### src/rtl/core/mkd_pkg.sv
// Shared types, constants and the symbol table of the morse key decoder.
package mkd_pkg;

   localparam int ELAPSED_BITS_DEFAULT = 16;

   localparam int CSR_INDEX_BITS = 8;
   localparam int CSR_DATA_BITS  = 16;

   localparam logic [CSR_INDEX_BITS-1:0] CSR_DOT_LIMIT    = 8'd0;
   localparam logic [CSR_INDEX_BITS-1:0] CSR_LETTER_GAP   = 8'd1;
   localparam logic [CSR_INDEX_BITS-1:0] CSR_BREAK_GAP    = 8'd2;
   localparam logic [CSR_INDEX_BITS-1:0] CSR_SETTLE_TICKS = 8'd3;

   localparam logic [15:0] DOT_LIMIT_RESET    = 16'd200;
   localparam logic [15:0] LETTER_GAP_RESET   = 16'd600;
   localparam logic [15:0] BREAK_GAP_RESET    = 16'd1400;
   localparam logic [7:0]  SETTLE_TICKS_RESET = 8'd10;

   localparam logic [1:0] KIND_CHAR    = 2'd0;
   localparam logic [1:0] KIND_UNKNOWN = 2'd1;
   localparam logic [1:0] KIND_WORD    = 2'd2;

   localparam logic [6:0] SYMBOL_UNKNOWN = 7'h3F;
   localparam logic [6:0] SYMBOL_NONE    = 7'h00;
   localparam logic [2:0] MARK_COUNT_MAX = 3'd6;
   localparam logic [2:0] MARK_COUNT_TOP = 3'd5;

   typedef struct packed {
      logic [15:0] dot_limit;
      logic [15:0] letter_gap;
      logic [15:0] break_gap;
      logic [7:0]  settle_ticks;
   } mkd_cfg_type;

   typedef struct packed {
      logic [1:0] event_kind;
      logic [6:0] symbol_code;
   } mkd_result_type;

   typedef struct packed {
      logic           valid;
      mkd_result_type result;
   } mkd_step_out_type;

   // Key is mark count in bits 7..5 and marks in bits 4..0, newest in bit 0.
   function automatic logic [6:0] symbol_lookup(input logic [7:0] code);
      logic [6:0] sym;
      case (code)
         8'h41: sym = 7'h41; // A
         8'h88: sym = 7'h42; // B
         8'h8A: sym = 7'h43; // C
         8'h64: sym = 7'h44; // D
         8'h20: sym = 7'h45; // E
         8'h82: sym = 7'h46; // F
         8'h66: sym = 7'h47; // G
         8'h80: sym = 7'h48; // H
         8'h40: sym = 7'h49; // I
         8'h87: sym = 7'h4A; // J
         8'h65: sym = 7'h4B; // K
         8'h84: sym = 7'h4C; // L
         8'h43: sym = 7'h4D; // M
         8'h42: sym = 7'h4E; // N
         8'h67: sym = 7'h4F; // O
         8'h86: sym = 7'h50; // P
         8'h8D: sym = 7'h51; // Q
         8'h62: sym = 7'h52; // R
         8'h60: sym = 7'h53; // S
         8'h21: sym = 7'h54; // T
         8'h61: sym = 7'h55; // U
         8'h81: sym = 7'h56; // V
         8'h63: sym = 7'h57; // W
         8'h89: sym = 7'h58; // X
         8'h8B: sym = 7'h59; // Y
         8'h8C: sym = 7'h5A; // Z
         8'hAF: sym = 7'h31; // 1
         8'hA7: sym = 7'h32; // 2
         8'hA3: sym = 7'h33; // 3
         8'hA1: sym = 7'h34; // 4
         8'hA0: sym = 7'h35; // 5
         8'hB0: sym = 7'h36; // 6
         8'hB8: sym = 7'h37; // 7
         8'hBC: sym = 7'h38; // 8
         8'hBE: sym = 7'h39; // 9
         8'hBF: sym = 7'h30; // 0
         default: sym = SYMBOL_NONE;
      endcase
      return sym;
   endfunction

endpackage

### src/rtl/core/mkd_csr.sv
// Configuration registers of the morse key decoder.
module mkd_csr import mkd_pkg::*; (
   input  logic                      clock,
   input  logic                      reset,
   input  logic                      csr_valid,
   output logic                      csr_ready,
   input  logic [CSR_INDEX_BITS-1:0] csr_index,
   input  logic [CSR_DATA_BITS-1:0]  csr_wdata,
   output mkd_cfg_type               cfg
);

   mkd_cfg_type cfg_ff;
   mkd_cfg_type cfg_in;

   assign csr_ready = 1'b1;
   assign cfg       = cfg_ff;

   always_comb begin
      cfg_in = cfg_ff;
      if (csr_valid) begin
         case (csr_index)
            CSR_DOT_LIMIT:    cfg_in.dot_limit    = csr_wdata;
            CSR_LETTER_GAP:   cfg_in.letter_gap   = csr_wdata;
            CSR_BREAK_GAP:    cfg_in.break_gap    = csr_wdata;
            CSR_SETTLE_TICKS: cfg_in.settle_ticks = csr_wdata[7:0];
            default:          cfg_in = cfg_ff; // drop writes to unknown indexes
         endcase
      end
   end

   always_ff @(posedge clock) begin
      if (reset) begin
         cfg_ff.dot_limit    <= DOT_LIMIT_RESET;
         cfg_ff.letter_gap   <= LETTER_GAP_RESET;
         cfg_ff.break_gap    <= BREAK_GAP_RESET;
         cfg_ff.settle_ticks <= SETTLE_TICKS_RESET;
      end else begin
         cfg_ff <= cfg_in;
      end
   end

endmodule

### src/rtl/core/mkd_step.sv
// Per-tick decoder state and next-state logic of the morse key decoder.
module mkd_step import mkd_pkg::*; #(
   parameter int ELAPSED_BITS = ELAPSED_BITS_DEFAULT
) (
   input  logic             clock,
   input  logic             reset,
   input  logic             accept,
   input  logic             key_released,
   input  mkd_cfg_type      cfg,
   output mkd_step_out_type step_out
);

   localparam int CMP_BITS = (ELAPSED_BITS > 16) ? ELAPSED_BITS : 16;

   logic                    prev_level_ff,    prev_level_in;
   logic [7:0]              settle_count_ff,  settle_count_in;
   logic [ELAPSED_BITS-1:0] elapsed_ticks_ff, elapsed_ticks_in;
   logic [4:0]              mark_bits_ff,     mark_bits_in;
   logic [2:0]              mark_count_ff,    mark_count_in;
   logic                    break_done_ff,    break_done_in;

   always_comb begin
      logic [ELAPSED_BITS-1:0] elapsed_next;
      logic                    dash;
      logic [6:0]              sym;

      prev_level_in    = prev_level_ff;
      settle_count_in  = settle_count_ff;
      elapsed_ticks_in = elapsed_ticks_ff;
      mark_bits_in     = mark_bits_ff;
      mark_count_in    = mark_count_ff;
      break_done_in    = break_done_ff;
      step_out         = '0;

      // saturating tick count
      elapsed_next = (elapsed_ticks_ff == '1) ? elapsed_ticks_ff
                                              : elapsed_ticks_ff + 1'b1;
      dash = (CMP_BITS'(elapsed_next) > CMP_BITS'(cfg.dot_limit));
      sym  = symbol_lookup({mark_count_ff, mark_bits_ff});

      if (accept) begin
         elapsed_ticks_in = elapsed_next;
         if (settle_count_ff != 8'd0) begin
            // settle lockout: ignore the sample, keep time running
            settle_count_in = settle_count_ff - 8'd1;
         end else begin
            if (!key_released && prev_level_ff) begin
               elapsed_ticks_in = '0;
               break_done_in    = 1'b0;
               settle_count_in  = cfg.settle_ticks;
            end else if (key_released && !prev_level_ff) begin
               mark_bits_in     = {mark_bits_ff[3:0], dash};
               mark_count_in    = (mark_count_ff < MARK_COUNT_MAX) ? mark_count_ff + 3'd1
                                                                   : mark_count_ff;
               elapsed_ticks_in = '0;
               settle_count_in  = cfg.settle_ticks;
            end
            prev_level_in = key_released;

            if (key_released) begin
               if (mark_count_in != 3'd0
                   && CMP_BITS'(elapsed_ticks_in) >= CMP_BITS'(cfg.letter_gap)) begin
                  sym = symbol_lookup({mark_count_in, mark_bits_in});
                  step_out.valid = 1'b1;
                  if (sym != SYMBOL_NONE && mark_count_in <= MARK_COUNT_TOP) begin
                     step_out.result.event_kind  = KIND_CHAR;
                     step_out.result.symbol_code = sym;
                  end else begin
                     step_out.result.event_kind  = KIND_UNKNOWN;
                     step_out.result.symbol_code = SYMBOL_UNKNOWN;
                  end
                  mark_bits_in     = 5'd0;
                  mark_count_in    = 3'd0;
                  elapsed_ticks_in = '0;
                  break_done_in    = 1'b0;
               end else if (!break_done_in && mark_count_in == 3'd0
                            && CMP_BITS'(elapsed_ticks_in) >= CMP_BITS'(cfg.break_gap)) begin
                  step_out.valid              = 1'b1;
                  step_out.result.event_kind  = KIND_WORD;
                  step_out.result.symbol_code = SYMBOL_NONE;
                  break_done_in               = 1'b1;
                  elapsed_ticks_in            = '0;
               end
            end
         end
      end
   end

   always_ff @(posedge clock) begin
      if (reset) begin
         prev_level_ff    <= 1'b1;
         settle_count_ff  <= 8'd0;
         elapsed_ticks_ff <= '0;
         mark_bits_ff     <= 5'd0;
         mark_count_ff    <= 3'd0;
         break_done_ff    <= 1'b1;
      end else begin
         prev_level_ff    <= prev_level_in;
         settle_count_ff  <= settle_count_in;
         elapsed_ticks_ff <= elapsed_ticks_in;
         mark_bits_ff     <= mark_bits_in;
         mark_count_ff    <= mark_count_in;
         break_done_ff    <= break_done_in;
      end
   end

endmodule

### src/rtl/core/mkd_rsp_queue.sv
// Two-entry result queue that parts the decoder from the result channel.
module mkd_rsp_queue import mkd_pkg::*; (
   input  logic           clock,
   input  logic           reset,
   input  logic           push,
   input  mkd_result_type push_data,
   output logic           full,
   output logic           rsp_valid,
   input  logic           rsp_stall,
   output mkd_result_type rsp_data
);

   logic [1:0]     count_ff, count_in;
   logic           head_ff,  head_in;
   mkd_result_type slot_ff [2];
   logic           pop;
   logic           tail;

   assign pop       = rsp_valid && !rsp_stall;
   assign tail      = head_ff ^ count_ff[0];
   assign full      = count_ff[1];
   assign rsp_valid = (count_ff != 2'd0);
   assign rsp_data  = slot_ff[head_ff];

   always_comb begin
      count_in = count_ff + {1'b0, push} - {1'b0, pop};
      head_in  = head_ff ^ pop;
   end

   always_ff @(posedge clock) begin
      if (reset) begin
         count_ff <= 2'd0;
         head_ff  <= 1'b0;
      end else begin
         count_ff <= count_in;
         head_ff  <= head_in;
      end
   end

   always_ff @(posedge clock) begin
      if (push) begin
         slot_ff[tail] <= push_data;
      end
   end

endmodule

### src/rtl/core/morse_key_decoder_unit.sv
// Top level of the morse key decoder.
// Decodes one key sample per clock while req_stall is low: an item is taken
// every such cycle, and any letter, unknown code or word break it causes
// enters a two-entry queue, shown once older results leave; req_stall rises
// only while both entries wait to be taken, so the sustained rate is one item
// per cycle as long as results are drained. Configuration writes are taken
// in any cycle (csr_ready is always high) and should be made while idle.
// No clearing pass follows reset.
module morse_key_decoder_unit import mkd_pkg::*; #(
   parameter int ELAPSED_BITS = ELAPSED_BITS_DEFAULT
) (
   input  logic                      clock,
   input  logic                      reset,
   input  logic                      req_valid,
   output logic                      req_stall,
   input  logic                      req_key_released,
   output logic                      rsp_valid,
   input  logic                      rsp_stall,
   output logic [1:0]                rsp_event_kind,
   output logic [6:0]                rsp_symbol_code,
   input  logic                      csr_valid,
   output logic                      csr_ready,
   input  logic [CSR_INDEX_BITS-1:0] csr_index,
   input  logic [CSR_DATA_BITS-1:0]  csr_wdata
);

   mkd_cfg_type      cfg;
   mkd_step_out_type step_out;
   mkd_result_type   rsp_data;
   logic             full;
   logic             accept;

   assign req_stall       = full;
   assign accept          = req_valid && !full;
   assign rsp_event_kind  = rsp_data.event_kind;
   assign rsp_symbol_code = rsp_data.symbol_code;

   mkd_csr u_csr (
      .clock     (clock),
      .reset     (reset),
      .csr_valid (csr_valid),
      .csr_ready (csr_ready),
      .csr_index (csr_index),
      .csr_wdata (csr_wdata),
      .cfg       (cfg)
   );

   mkd_step #(
      .ELAPSED_BITS (ELAPSED_BITS)
   ) u_step (
      .clock        (clock),
      .reset        (reset),
      .accept       (accept),
      .key_released (req_key_released),
      .cfg          (cfg),
      .step_out     (step_out)
   );

   mkd_rsp_queue u_rsp_queue (
      .clock     (clock),
      .reset     (reset),
      .push      (step_out.valid),
      .push_data (step_out.result),
      .full      (full),
      .rsp_valid (rsp_valid),
      .rsp_stall (rsp_stall),
      .rsp_data  (rsp_data)
   );

endmodule

### config.mk
export PLATFORM = sky130hd
export DESIGN_NAME = morse_key_decoder_unit
export DESIGN_NICKNAME = d
export VERILOG_FILES = /design/src/rtl/core/mkd_pkg.sv /design/src/rtl/core/mkd_csr.sv /design/src/rtl/core/mkd_step.sv /design/src/rtl/core/mkd_rsp_queue.sv /design/src/rtl/core/morse_key_decoder_unit.sv
export SDC_FILE = /design/constraint.sdc
export NUM_CORES = 1
export LEC_CHECK = 0
export BUFFER_PORTS_ARGS = -buffer_cell sky130_fd_sc_hd__buf_2
export CAP_MARGIN = 0
export CELL_PAD_IN_SITES_DETAIL_PLACEMENT = 2
export CELL_PAD_IN_SITES_GLOBAL_PLACEMENT = 2
export CORE_ASPECT_RATIO = 1.5
export CORE_MARGIN = 8
export CORE_UTILIZATION = 40
export CTS_CLUSTER_DIAMETER = 100
export CTS_CLUSTER_SIZE = 40
export DETAILED_ROUTE_END_ITERATION = 8
export GPL_ROUTABILITY_DRIVEN = 0
export GPL_TIMING_DRIVEN = 0
export PLACE_DENSITY_LB_ADDON = 0.12
export SLEW_MARGIN = 5
export SYNTH_ARGS = -nofsm -noshare
export SYNTH_HDL_FRONTEND = slang
export SYNTH_HIERARCHICAL = 1
export SYNTH_SLANG_ARGS = --single-unit
### constraint.sdc
create_clock -name clock -period 6.61 [get_ports clock]
set_input_delay 0.3305 -clock clock [delete_from_list [all_inputs] [get_ports clock]]
set_output_delay 0.3305 -clock clock [all_outputs]
set_load 0.03 [all_outputs]
* Word-level counts from Yosys, hierarchy flattened
Memories as Yosys holds them, arrays and structs flattened. A register that Yosys moved wholly into a read port is not among the register bits.
Cells that the tools add are included.
** Storage, ports and cells
- Memory bits (read-only) :: 0
- Bits in latches :: 0
- Bits in writable memories :: 18
- Register bits after elaboration :: 93
- Memories kept :: 1
- Input bits :: 30
- Logic and storage cells :: 137
- Output and inout bits :: 12
** Memory list
- u_rsp_queue.slot_ff :: depth 2, bits a word 9, rd ports 1, clocked after memory_dff 1, wr ports 1, RTL line mkd_rsp_queue.sv:15 : mkd_result_type slot_ff [2];
** Cells by class
- Order comparisons :: 5
- Divide/modulo/power cells :: 0
- $add $sub $neg :: 5
- Reduce and logical (&&, ||, !) cells :: 26
- Shifts and indexed selects :: 0
- Equality and inequality tests :: 40
- Multipliers :: 0
- Muxes and demuxes :: 45
- Bitwise operators :: 3
** Operator list (number)
- 7-bit one-hot mux with 36 select lines :: 1
- 8-bit equality test, second input constant :: 22
- 16-bit 2-to-1 mux :: 9
- 8-bit by 7-bit equality test with 1-bit output, second input constant :: 12
- 10-bit 2-to-1 mux :: 5
- 16-bit greater-or-equal comparator :: 2
- 8-bit 2-to-1 mux :: 4
- 5-bit 2-to-1 mux :: 6
- 7-bit 2-to-1 mux :: 4
- 3-bit 2-to-1 mux :: 7
- 16-bit by 1-bit adder with 16-bit output, second input constant :: 1
- 16-bit equality test, second input constant :: 1
- 8-bit by 2-bit equality test with 1-bit output, second input constant :: 2
- 8-bit by 6-bit equality test with 1-bit output, second input constant :: 2
- 16-bit greater-than comparator :: 1
- 2-bit AND reduction :: 6
- 1-bit 2-to-1 mux :: 9
- 8-bit by 1-bit equality test with 1-bit output, second input constant :: 1
- 1-bit logical AND :: 8
- 8-bit zero test :: 1
- 8-bit nonzero test :: 1
- 8-bit by 1-bit subtractor with 8-bit output, second input constant :: 1
- 7-bit nonzero test :: 1
- 3-bit nonzero test :: 2
- other kinds (10) :: 15

* Logic depth before layout (Yosys ltp)
Gate-level depths: netlist of the first run.
- Depth after elaboration :: 22
- Depth in mapped cells :: 21
- Mapped depth without buffers :: 20

* Modules after synthesis
Netlist of the first run, hierarchy kept.
** By module, submodules not included
- mkd_step :: area each 4226.6 µm², times used 1, cells each 593, sequential area each 680.7 µm²
- mkd_csr :: area each 2331.0 µm², times used 1, cells each 215, sequential area each 1121.1 µm²
- mkd_rsp_queue :: area each 838.3 µm², times used 1, cells each 47, sequential area each 600.6 µm²
- morse_key_decoder_unit :: area each 13.8 µm², times used 1, cells each 1, sequential area each 0.0 µm²

* Least setup slack after synthesis of the first run
No wires, ideal clock.
- Kind :: register -> register
- Start point :: reg u_step.elapsed_ticks_ff[5]
- End point :: mem u_rsp_queue/slot_ff[0][0] (netlist bit) (enable)
- Setup time :: 374 ps
- Cell stages (with the launch flop) :: 21
- Arrival time :: 4048 ps
- Path buffers :: 1
- Data required time :: 6236 ps
- Clock period less this slack :: 4422 ps
- Path slack :: 2188 ps
- Path through :: dfxtp_1 > nand3_1 > nor2_1 > and2_1 > nand4_1 > or3_1 > clkbuf_1 > and2_1 > nand2_1 > xnor2_1 > and2_1 > ha_1 > a21o_1 > a21o_1 > a21oi_1 > o21ai_0 > a21oi_1 > or4b_2 > a21oi_1 > inv_1 > nor2_1
** RTL lines
- from (decl) :: RTL line mkd_step.sv:17 : logic [ELAPSED_BITS-1:0] elapsed_ticks_ff, elapsed_ticks_in;
- from (signal assigned) :: RTL line mkd_step.sv:100 : elapsed_ticks_ff <= elapsed_ticks_in;
- to (decl) :: RTL line mkd_rsp_queue.sv:15

==> summary.txt, run 1 <==
STA
  – Max_slew headroom: about 45%
  – RSZ-0062 raised after global routing: false
  – Period utilization: 90.1%
  – Hold Fails Final Rpt: 0
  – Least-Margin Pin Slew: between 800 and 900 ps
  – Post-layout min period: approximately 6000 ps
  – Setup TNS: 0 ps
  – Skew final: about 9.1 ps
  – Hold Slack: around 260 ps
  – Pins Over Slew Limit: 0
  – Final setup fails: 0
  – Fmax: approximately 170 MHz

Job
  – Max-cap violation count: 0

Finish
  – Fillers: approximately 2000
  – Area grow syn2layout: 10.3%
  – Share of cells above drive strength 1: between 10% and 20%
  – Ant diodes: 0
  – Fin nets: 990

Clock network
  – CTS buffer count: 9
  – Clock buffer depth: 2
  – Clock slew at reported path FFs: approximately 70 ps
  – Clk sinks: between 100 and 150
  – Clock Latency Late Sink: approximately 350 ps
  – Post-cts gate resize count: 0
  – Root Buffer: clkbuf_16
  – CTS tree: built
  – Hold Buf Count CTS: 0
  – H-tree levels: 3
  – Setup Fix Bufs, Post-CTS: 0

Synthesis
  – Synth area leader: dfxtp_1
  – Synth top area cells: dfxtp_1 25%, ha_1 8.9%, mux2i_1 8.0%
  – Unique masters post-synth: 83
  – Post-synth EDFFs: 18
  – Syn avg cell area: about 8.7 um^2
  – Yosys top cell area share: between 20% and 30%
  – Synthesized flop and latch total: 111
  – Primary FF master, synth: dfxtp_1
  – Mapped Cells: around 860
  – Yosys warns: 6
  – Async S/R FF share, synth: 0%
  – Count leader, synth: dfxtp_1
  – Post-synthesis cell area: ~7400 um^2
  – Post-synth top cells: 93 x dfxtp_1, 72 x nor2_1, 68 x nand2b_1
  – Sequential-to-total area share from yosys stat: between 30 and 40%
  – Synth Net Count: between 900 and 1000

Pwr
  – Maximum vdd ir drop: roughly 0.13 mV
  – Pwr dens: 236 nW/um^2
  – PnR Total Power: around 1900 uW
  – Leakage power: 0.00338 uW

Global routing
  – Vias in the first global route: 7688
  – Total grt overflow: 0
  – Largest net degree at the start of global routing: 20
  – Initial antenna violation count: 1
  – Global-route wire length before repair: about 41 mm
  – Total global-route track usage: between 20% and 30%

Critical path
  – Critical Path Start Type: flip-flop
  – Crit Path Max Fanout: 9
  – CP max stage delay: around 650 ps
  – CP arrival: between 5000 and 6000 ps
  – Critical path type: reg -> reg
  – Crit-path cells: nand3_1, nor2_1, and2_1, nand4_1, or3_1, clkbuf_1, nand2_1, nor3_1, xor2_1, and2_1, ha_1, and4_1, nand2_1, or4_1, o211ai_1, nand3_1, a21oi_1, inv_1, nor2_1
  – Crit path max-delay cell type: nor2_1
  – Setup crit end kind: flip-flop
  – Worst EP required: approximately 6600 ps

Die
  – Die H: roughly 180 um
  – # IOs: 42
  – Die width: between 100 and 150 um
  – Initial Util: 40.5%
  – Std-Cell Rows: between 60 and 70
  – Full die area: 23200 um^2
  – Core Area: about 18000 um^2

Status
  – Status: complete, no violations

Hold path
  – Hold Crit Class: in -> reg

Detailed routing
  – Wire per inst: 22.8 um
  – Via density: a little under 6
  – Routed Antenna Nets: 0
  – Pre-Repair DR Iteration Count: 4
  – Number of DRC markers in iteration 0: about 220
  – Vias: around 6700
  – Final wirelength: between 20 and 30 mm
  – Drt drc: 0

Place
  – Hpwl dp: just over 20 mm
  – IO buf count: 40
-- layer usage --
| layer | global-route usage, % | share of wire (%) | up-vias |
|---|---|---|---|
| met5 | 0 | 0.050 | - |
| met4 | 9.65 | 3.3 | 2 |
| met3 | 2.72 | 1.7 | 50 |
| met2 | 46.9 | 58 | 94 |
| met1 | 21.4 | 37 | 3380 |
| li1 | - | - | 3170 |
-- critical path, delay by kind of cell (launching register included) --
| family | cells | cell delay (ps) |
|---|---|---|
| AOI/OAI and AO/OA | 2 | 1000 |
| xor gates and xnor gates | 1 | 170 |
| adders and majority gates | 1 | 320 |
| buffers and inverters | 2 | 330 |
| DFF | 1 | 460 |
| and+or+nand+nor | 13 | 3300 |
-- per-stage QoR --
step	util (%)	setup WS, ps	std cells	instance area, um^2
after floorplan	-	2190	856	7410
after global placement	43.0	917	1116	7890
after detailed placement	43.0	689	1116	7890
after CTS	44.6	619	1132	8170
after global routing	44.6	261	1132	8170
final	44.6	656	1132	8170
-- path summary, 6_finish.rpt --
path,cells past startpoint,slack (ps),startpoint,endpoint
worst min-delay path,3,260,csr_wdata[9],u_csr/cfg[33]
worst min register to register,1,480,u_step/break_done_ff,u_step/break_done_ff
worst max register to register,19,660,u_step/elapsed_ticks_ff[3],u_rsp_queue/slot_ff[0][8]
worst max-delay path,19,660,u_step/elapsed_ticks_ff[3],u_rsp_queue/slot_ff[0][8]
-- state kept, by name, summed over array words and instances, names as in the netlist --
signal and count:
u_step/prev_level_ff 1, u_csr/cfg 56, u_step/mark_count_ff 3, u_rsp_queue/count_ff 2, u_rsp_queue/head_ff 1, u_step/settle_count_ff 8
u_rsp_queue/slot_ff 18, u_step/elapsed_ticks_ff 16, u_step/break_done_ff 1, u_step/mark_bits_ff 5
-- final cells by class --
class	instances	area [um^2]	area share [%]
Buffer	45	250	3.06
Clock buffer	10	239	2.92
Clock inverter	6	48.8	0.597
Inverter	54	203	2.48
Multi-Input combinational cell	646	4550	55.7
Sequential cell	111	2400	29.4
Tap cell	220	275	3.37
Timing Repair Buffer	40	200	2.45
-- logic make-up (layout without fill, tap and decap cells) --
logic type	count (synthesis)	after routing	share of synthesized area, %
AND/OR/NAND/NOR	336	336	24.9
other	1	1	0.0506
multiplexers	73	73	10.1
adder cells (fa/ha/maj)	53	53	8.95
XOR/XNOR	15	15	1.96
buffers and inverters	99	155	6.11
AO/OA/AOI/OAI	168	168	15.5
flip-flops	111	111	32.4
-- cells in the final DEF (no fill, tap or decap), types with 4 or more instances in the layout --
master,count
or3_1,11
ha_1,53
a211o_1,4
and3_1,4
clkbuf_16,9
nand3_1,20
nor4_1,8
a22oi_1,4
clkbuf_1,29
a21oi_1,43
a31oi_1,5
nor2_1,72
xnor2_1,4
dfxtp_1,93
a21o_1,8
a32o_1,13
mux2_2,13
nand2_1,56
o22ai_1,9
inv_1,54
o211ai_1,4
o21a_1,7
nor2b_1,8
inv_6,4
buf_2,46
buf_6,4
mux2i_1,59
and2_1,24
o21ai_0,29
xor2_1,10
a211oi_1,6
nand4_1,11
nand2b_1,68
edfxtp_1,18
nor3_1,25
-- power breakdown --
group | switching [uW] | total (uW) | internal, uW | leakage (uW)
Combinational | 404 | 630 | 226 | 0.00231
Sequential | 44.7 | 760 | 715 | 0.000918
Clock | 268 | 540 | 272 | 0.000144
Total | 716 | 1930 | 1210 | 0.00338
Note: power is estimated with default switching activity, not from simulation.
==> inputs of run 2 (changes only) <==
--- a/config.mk
+++ b/config.mk
@@ -9,7 +9,6 @@
 export CAP_MARGIN = 0
 export CELL_PAD_IN_SITES_DETAIL_PLACEMENT = 2
 export CELL_PAD_IN_SITES_GLOBAL_PLACEMENT = 2
-export CORE_ASPECT_RATIO = 1.5
 export CORE_MARGIN = 8
 export CORE_UTILIZATION = 40
 export CTS_CLUSTER_DIAMETER = 100
==> run 2 against run 1 <==
  * Setup slack got worse by 46 ps
  * First-iteration DRC count grew 58%
  * Critical path type unchanged
  * Critical path depth is 3 lower
  * Die area decreased by 0.39%
  * Core utilization rose by 0.81 points
  * Routed wire length rose by 2.4%
  * Count of clock-buffer cells in the layout down 1
  * Via count is 0.22% lower
==> summary.txt, run 2 (synthesis results as in run 1) <==
Clock network
  – CTS tree: built
  – CTS buffer count: 9
  – H-tree levels: 3
  – Clk sinks: between 100 and 150
  – Clock buffer depth: 2
  – Hold Buf Count CTS: 0
  – Setup Fix Bufs, Post-CTS: 0
  – Post-cts gate resize count: 0
  – Clock Latency Late Sink: 370 ps
  – Root Buffer: clkbuf_16
  – Clock slew at reported path FFs: 90 ps

Critical path
  – Crit path to: u_rsp_queue/slot_ff[0][4]
  – Crit Path Max Fanout: 10
  – Reg2reg end: u_rsp_queue/slot_ff[0][4]
  – Critical path type: reg -> reg
  – Setup crit end kind: flip-flop
  – Worst EP required: roughly 6600 ps
  – CP startpoint: u_step/prev_level_ff
  – R2R depth: 16
  – Reg2reg start: u_step/prev_level_ff
  – Critical Path Start Type: flip-flop
  – R2r setup slk: about 600 ps
  – CP arrival: 5990 ps

Global routing
  – Global-route wire length before repair: 42.0 mm
  – Total global-route track usage: between 20% and 30%
  – Total grt overflow: 0
  – Vias in the first global route: roughly 7500
  – Largest net degree at the start of global routing: 24
  – Initial antenna violation count: 0

Finish
  – Commonest non-fill, non-tap cell in the layout: dfxtp_1
  – Area grow syn2layout: 10.9%
  – Ant diodes: 0
  – Most frequent cells in the layout: 93 x dfxtp_1, 72 x nor2_1, 68 x nand2b_1, 59 x mux2i_1, 56 x nand2_1
  – Share of cells above drive strength 1: ~11%
  – Number of flip-flops in the largest register: 56
  – Fin nets: just under 1000
  – Final Core Density: 45.4%
  – Non-Filler Instances: between 1000 and 1500

STA
  – Setup TNS: 0 ps
  – Least-Margin Pin Slew: 843 ps
  – Post-layout min period: ~6000 ps
  – Final setup fails: 0
  – RSZ-0062 raised after global routing: false
  – Fmax: between 150 and 200 MHz
  – Hold Fails Final Rpt: 0
  – Period utilization: 90.8%
  – Max_slew headroom: between 40% and 50%
  – Hold Slack: around 230 ps
  – Skew final: between 10 and 15 ps
  – Pins Over Slew Limit: 0

Pwr
  – Leakage power: ~0.0034 uW
  – PnR Total Power: 2010 uW
  – Pwr dens: roughly 240 nW/um^2
  – Maximum vdd ir drop: roughly 0.15 mV

Die
  – Core Area: around 18000 um^2
  – Std-Cell Rows: 49
  – # IOs: 42
  – Full die area: 23100 um^2
  – Die H: approximately 150 um
  – Initial Util: about two fifths
  – Die width: 152 um

Place
  – Hpwl dp: 20.2 mm
  – Dpl cells: 1125
  – IO buf count: 40

Detailed routing
  – Wire per inst: roughly 23 um
  – Vias: between 6000 and 7000
  – Via density: around 5.9
  – Drt drc: 0
  – Number of DRC markers in iteration 0: between 300 and 400
  – Routed Antenna Nets: 0
  – Pre-Repair DR Iteration Count: 5
  – Final wirelength: ~26 mm

Status
  – Status: complete, no violations

Hold path
  – Hold Crit Class: in -> reg
  – Hold path start: csr_wdata[5]

Job
  – Max-cap violation count: 0
## run 2: changes by cell type in the layout (fill, tap and decap cells not counted), sizes merged
cell,before,now
clkbuf,39,38
clkinv,2,5
inv,58,56
## run 2: through the flow
stage	setup slack, ps	instance area, um^2
floorplan	2190	7410
global placement	891	7900
detailed placement	745	7900
CTS	672	8220
global route	251	8220
finish	610	8220
## run 2: how the worst min path moves through the flow
stage / depth (start not counted) / end
finish: 3 / u_csr/cfg[13]
global route: 3 / u_csr/cfg[13]
CTS: 3 / u_csr/cfg[13]
detailed placement: 2 / u_step/settle_count_ff[0]
global placement: 1 / u_step/break_done_ff
floorplan: 1 / u_rsp_queue/count_ff[0]
## run 2: critical path, stage by stage (launching register included)
cell and delay (ps):
dfxtp_1 530, nand2b_1 150, buf_2 210, clkbuf_1 440, and2_1 210, clkbuf_1 430, clkbuf_1 370, and2_1 240
ha_1 160, and4_1 230, nand2_1 70, or4_1 410, o211ai_1 300, nand3_1 410, a21oi_1 710, inv_1 90
nor2_1 670
## run 2: report_power, final
group | switching, uW | internal (uW) | total, uW | leakage, uW
clock network | 308 | 276 | 584 | 0.000153
registers | 49.4 | 715 | 765 | 0.000918
logic | 435 | 226 | 661 | 0.00231
## run 2: layout make-up
cell class,instances,area (um^2)
fillers,2014,9870
multi-input cells,646,4550
repair buffers,40,200
flip-flops and latches,111,2400
well taps,229,287
inverters,54,203
clock inverters,7,93.8
plain buffers,45,250
clock buffers,9,225
## run 2: layer usage
metal	global-route usage (%)	wire, um	vias up
met1	25.6	11100	3349
li1	-	-	3179
met4	6.66	526	0
met5	0	0	-
met2	43.4	14100	117
met3	2.69	661	36
==> inputs of run 3 (changes only) <==
--- a/config.mk
+++ b/config.mk
@@ -16,7 +16,7 @@
 export DETAILED_ROUTE_END_ITERATION = 8
 export GPL_ROUTABILITY_DRIVEN = 0
 export GPL_TIMING_DRIVEN = 0
-export PLACE_DENSITY_LB_ADDON = 0.12
+export PLACE_DENSITY = 0.88
 export SLEW_MARGIN = 5
 export SYNTH_ARGS = -nofsm -noshare
 export SYNTH_HDL_FRONTEND = slang
==> run 3 against run 2 <==
  * Sequential power is essentially flat
  * Largest cell class unchanged
  * Sequential share of layout area is essentially flat
  * Critical path depth increased by 3
  * Critical endpoint is now u_rsp_queue/slot_ff[0][0]
  * Setup slack worse by 170 ps
  * Power rose by 0.32%
  * Routed wire length rose by 4.7%
==> summary.txt, run 3 (synthesis results as in run 1) <==
Detailed routing
  – Number of DRC markers in iteration 0: 364
  – Via density: 6.08
  – Wire per inst: between 20 and 25 um
  – Vias: about 6900
  – Routed Antenna Nets: 0
  – Final wirelength: approximately 28 mm
  – Pre-Repair DR Iteration Count: 4
  – Drt drc: 0

Critical path
  – R2r setup slk: roughly 440 ps
  – Reg2reg end: u_rsp_queue/slot_ff[0][0]
  – Crit-path cells: nand3_1, nor2_1, and2_1, nand4_1, or3_1, clkbuf_1, and2_1, nand2_1, xnor2_1, and2_1, ha_1, and4_1, nand2_1, or4_1, o211ai_1, nand3_1, a21oi_1, inv_1, nor2_1
  – R2R depth: 19
  – Setup crit end kind: flip-flop
  – CP max stage delay: between 600 and 700 ps
  – CP arrival: around 6000 ps
  – Critical path type: reg -> reg
  – Worst EP required: 6610 ps
  – Crit Path Max Fanout: 9
  – Reg2reg start: u_step/elapsed_ticks_ff[5]
  – Crit path max-delay cell type: nor2_1
  – Critical Path Start Type: flip-flop
  – CP dominant cell by count: and2_1

STA
  – Hold Fails Final Rpt: 0
  – Final worst slack: roughly 440 ps
  – Max_slew headroom: between 30% and 40%
  – Period utilization: between 90% and 100%
  – RSZ-0062 raised after global routing: false
  – Skew final: 9.45 ps
  – Pins Over Slew Limit: 0
  – Least-Margin Pin Slew: roughly 940 ps
  – Post-layout min period: between 6000 and 7000 ps
  – Final setup fails: 0
  – Fmax: 162 MHz
  – Setup TNS: 0 ps

Global routing
  – Total grt overflow: 0
  – Vias in the first global route: 7605
  – Total global-route track usage: approximately a quarter
  – Global-route wire length before repair: between 40 and 50 mm
  – Largest net degree at the start of global routing: 20
  – Initial antenna violation count: 0

Pwr
  – Maximum vdd ir drop: approximately 0.18 mV
  – Leakage power: 0.00338 uW
  – PnR Total Power: about 2000 uW
  – Pwr dens: between 200 and 250 nW/um^2

Clock network
  – Root Buffer: clkbuf_16
  – Clk sinks: ~110
  – Hold Buf Count CTS: 0
  – Clock buffer depth: 2
  – H-tree levels: 3
  – Clock slew at reported path FFs: 80 ps
  – Setup Fix Bufs, Post-CTS: 0
  – Clock Latency Late Sink: 370 ps
  – CTS buffer count: 9
  – CTS tree: built
  – Post-cts gate resize count: 0

Hold path
  – Hold Crit Class: in -> reg
  – Hold path start: csr_wdata[8]
  – Worst Hold Depth: 3
  – Hold Path End: u_csr/cfg[16]

Finish
  – Area grow syn2layout: 10.7%
  – Register Area: 2400 um^2
  – Number of flip-flops in the largest register: 56
  – Post-route cell area: a little over 8000 um^2
  – Area of the multi-input gates: ~4600 um^2
  – Share of cells above drive strength 1: roughly 11%
  – Final Core Density: 45.3%
  – Fin nets: around 1000
  – Most frequent cells in the layout: 93 x dfxtp_1, 72 x nor2_1, 68 x nand2b_1, 59 x mux2i_1, 56 x nand2_1
  – Fillers: 2013
  – Commonest non-fill, non-tap cell in the layout: dfxtp_1

Place
  – Dpl cell area: roughly 7900 um^2
  – Pre-CTS setup slack: 573 ps
  – IO buf count: 40
  – Hpwl dp: slightly above 20 mm

Die
  – Std-Cell Rows: slightly below 50
  – Initial Util: about two fifths
  – Die width: 152 um
  – Full die area: between 20000 and 25000 um^2
  – Core Area: 18100 um^2
  – # IOs: 42
  – Die H: ~150 um

Status
  – Status: complete, no violations

Job
  – Max-cap violation count: 0
-- run 3: changes by cell type in the layout (fill, tap and decap cells not counted), sizes merged --
cell / delta
clkinvlp: +1
inv: +1
diode: +1
bufinv: +1
clkinv: -3
-- run 3: layout make-up --
| class | instances | area share (%) |
|---|---|---|
| Multi-Input combinational cell | 646 | 55.5 |
| Buffer | 45 | 3.05 |
| Clock buffer | 9 | 2.75 |
| Sequential cell | 111 | 29.3 |
| Clock inverter | 7 | 0.946 |
| Timing Repair Buffer | 40 | 2.44 |
| Antenna cell | 1 | 0.0305 |
| Tap cell | 229 | 3.49 |
| Inverter | 54 | 2.47 |
-- run 3: worst max path at each step --
stage,start,endpoint,cells after the start
after floorplan,u_step/elapsed_ticks_ff[5],u_rsp_queue/slot_ff[0][0],20
after global placement,u_step/prev_level_ff,u_rsp_queue/slot_ff[0][0],16
after detailed placement,u_step/prev_level_ff,u_rsp_queue/slot_ff[0][0],16
after CTS,u_step/prev_level_ff,u_rsp_queue/slot_ff[0][0],16
after global routing,u_step/elapsed_ticks_ff[5],u_rsp_queue/slot_ff[0][8],19
final,u_step/elapsed_ticks_ff[5],u_rsp_queue/slot_ff[0][0],19
-- run 3: critical path: cells and delay by family, from the launching register on --
family | cells | cell delay [ps]
xor+xnor | 1 | 160
buf+inv | 2 | 320
flops | 1 | 430
fa+ha+maj | 1 | 340
compound gates | 2 | 960
simple gates | 13 | 3560
-- run 3: power by group --
group,leakage (uW),switching [uW],internal (uW)
Clock,0.000147,293,300
Combinational,0.00231,434,226
Sequential,0.000918,47.2,715
-- run 3: metal layers --
metal  global-route usage, %  part of all wire [%]  vias to the layer above
met3                    3.46                   3.7                       50
met2                    42.4                    51                      174
li1                        -                     -                     3187
met1                    27.7                    42                     3528
met5                       0                     0                        -
met4                    9.33                   2.7                        0
-- run 3: per-stage QoR --
stage / instances / hold slack, ps
finish: 1142 / 223
global route: 1141 / 270
CTS: 1141 / 222
detailed placement: 1125 / 469
global placement: 1125 / 436
floorplan: 856 / 402
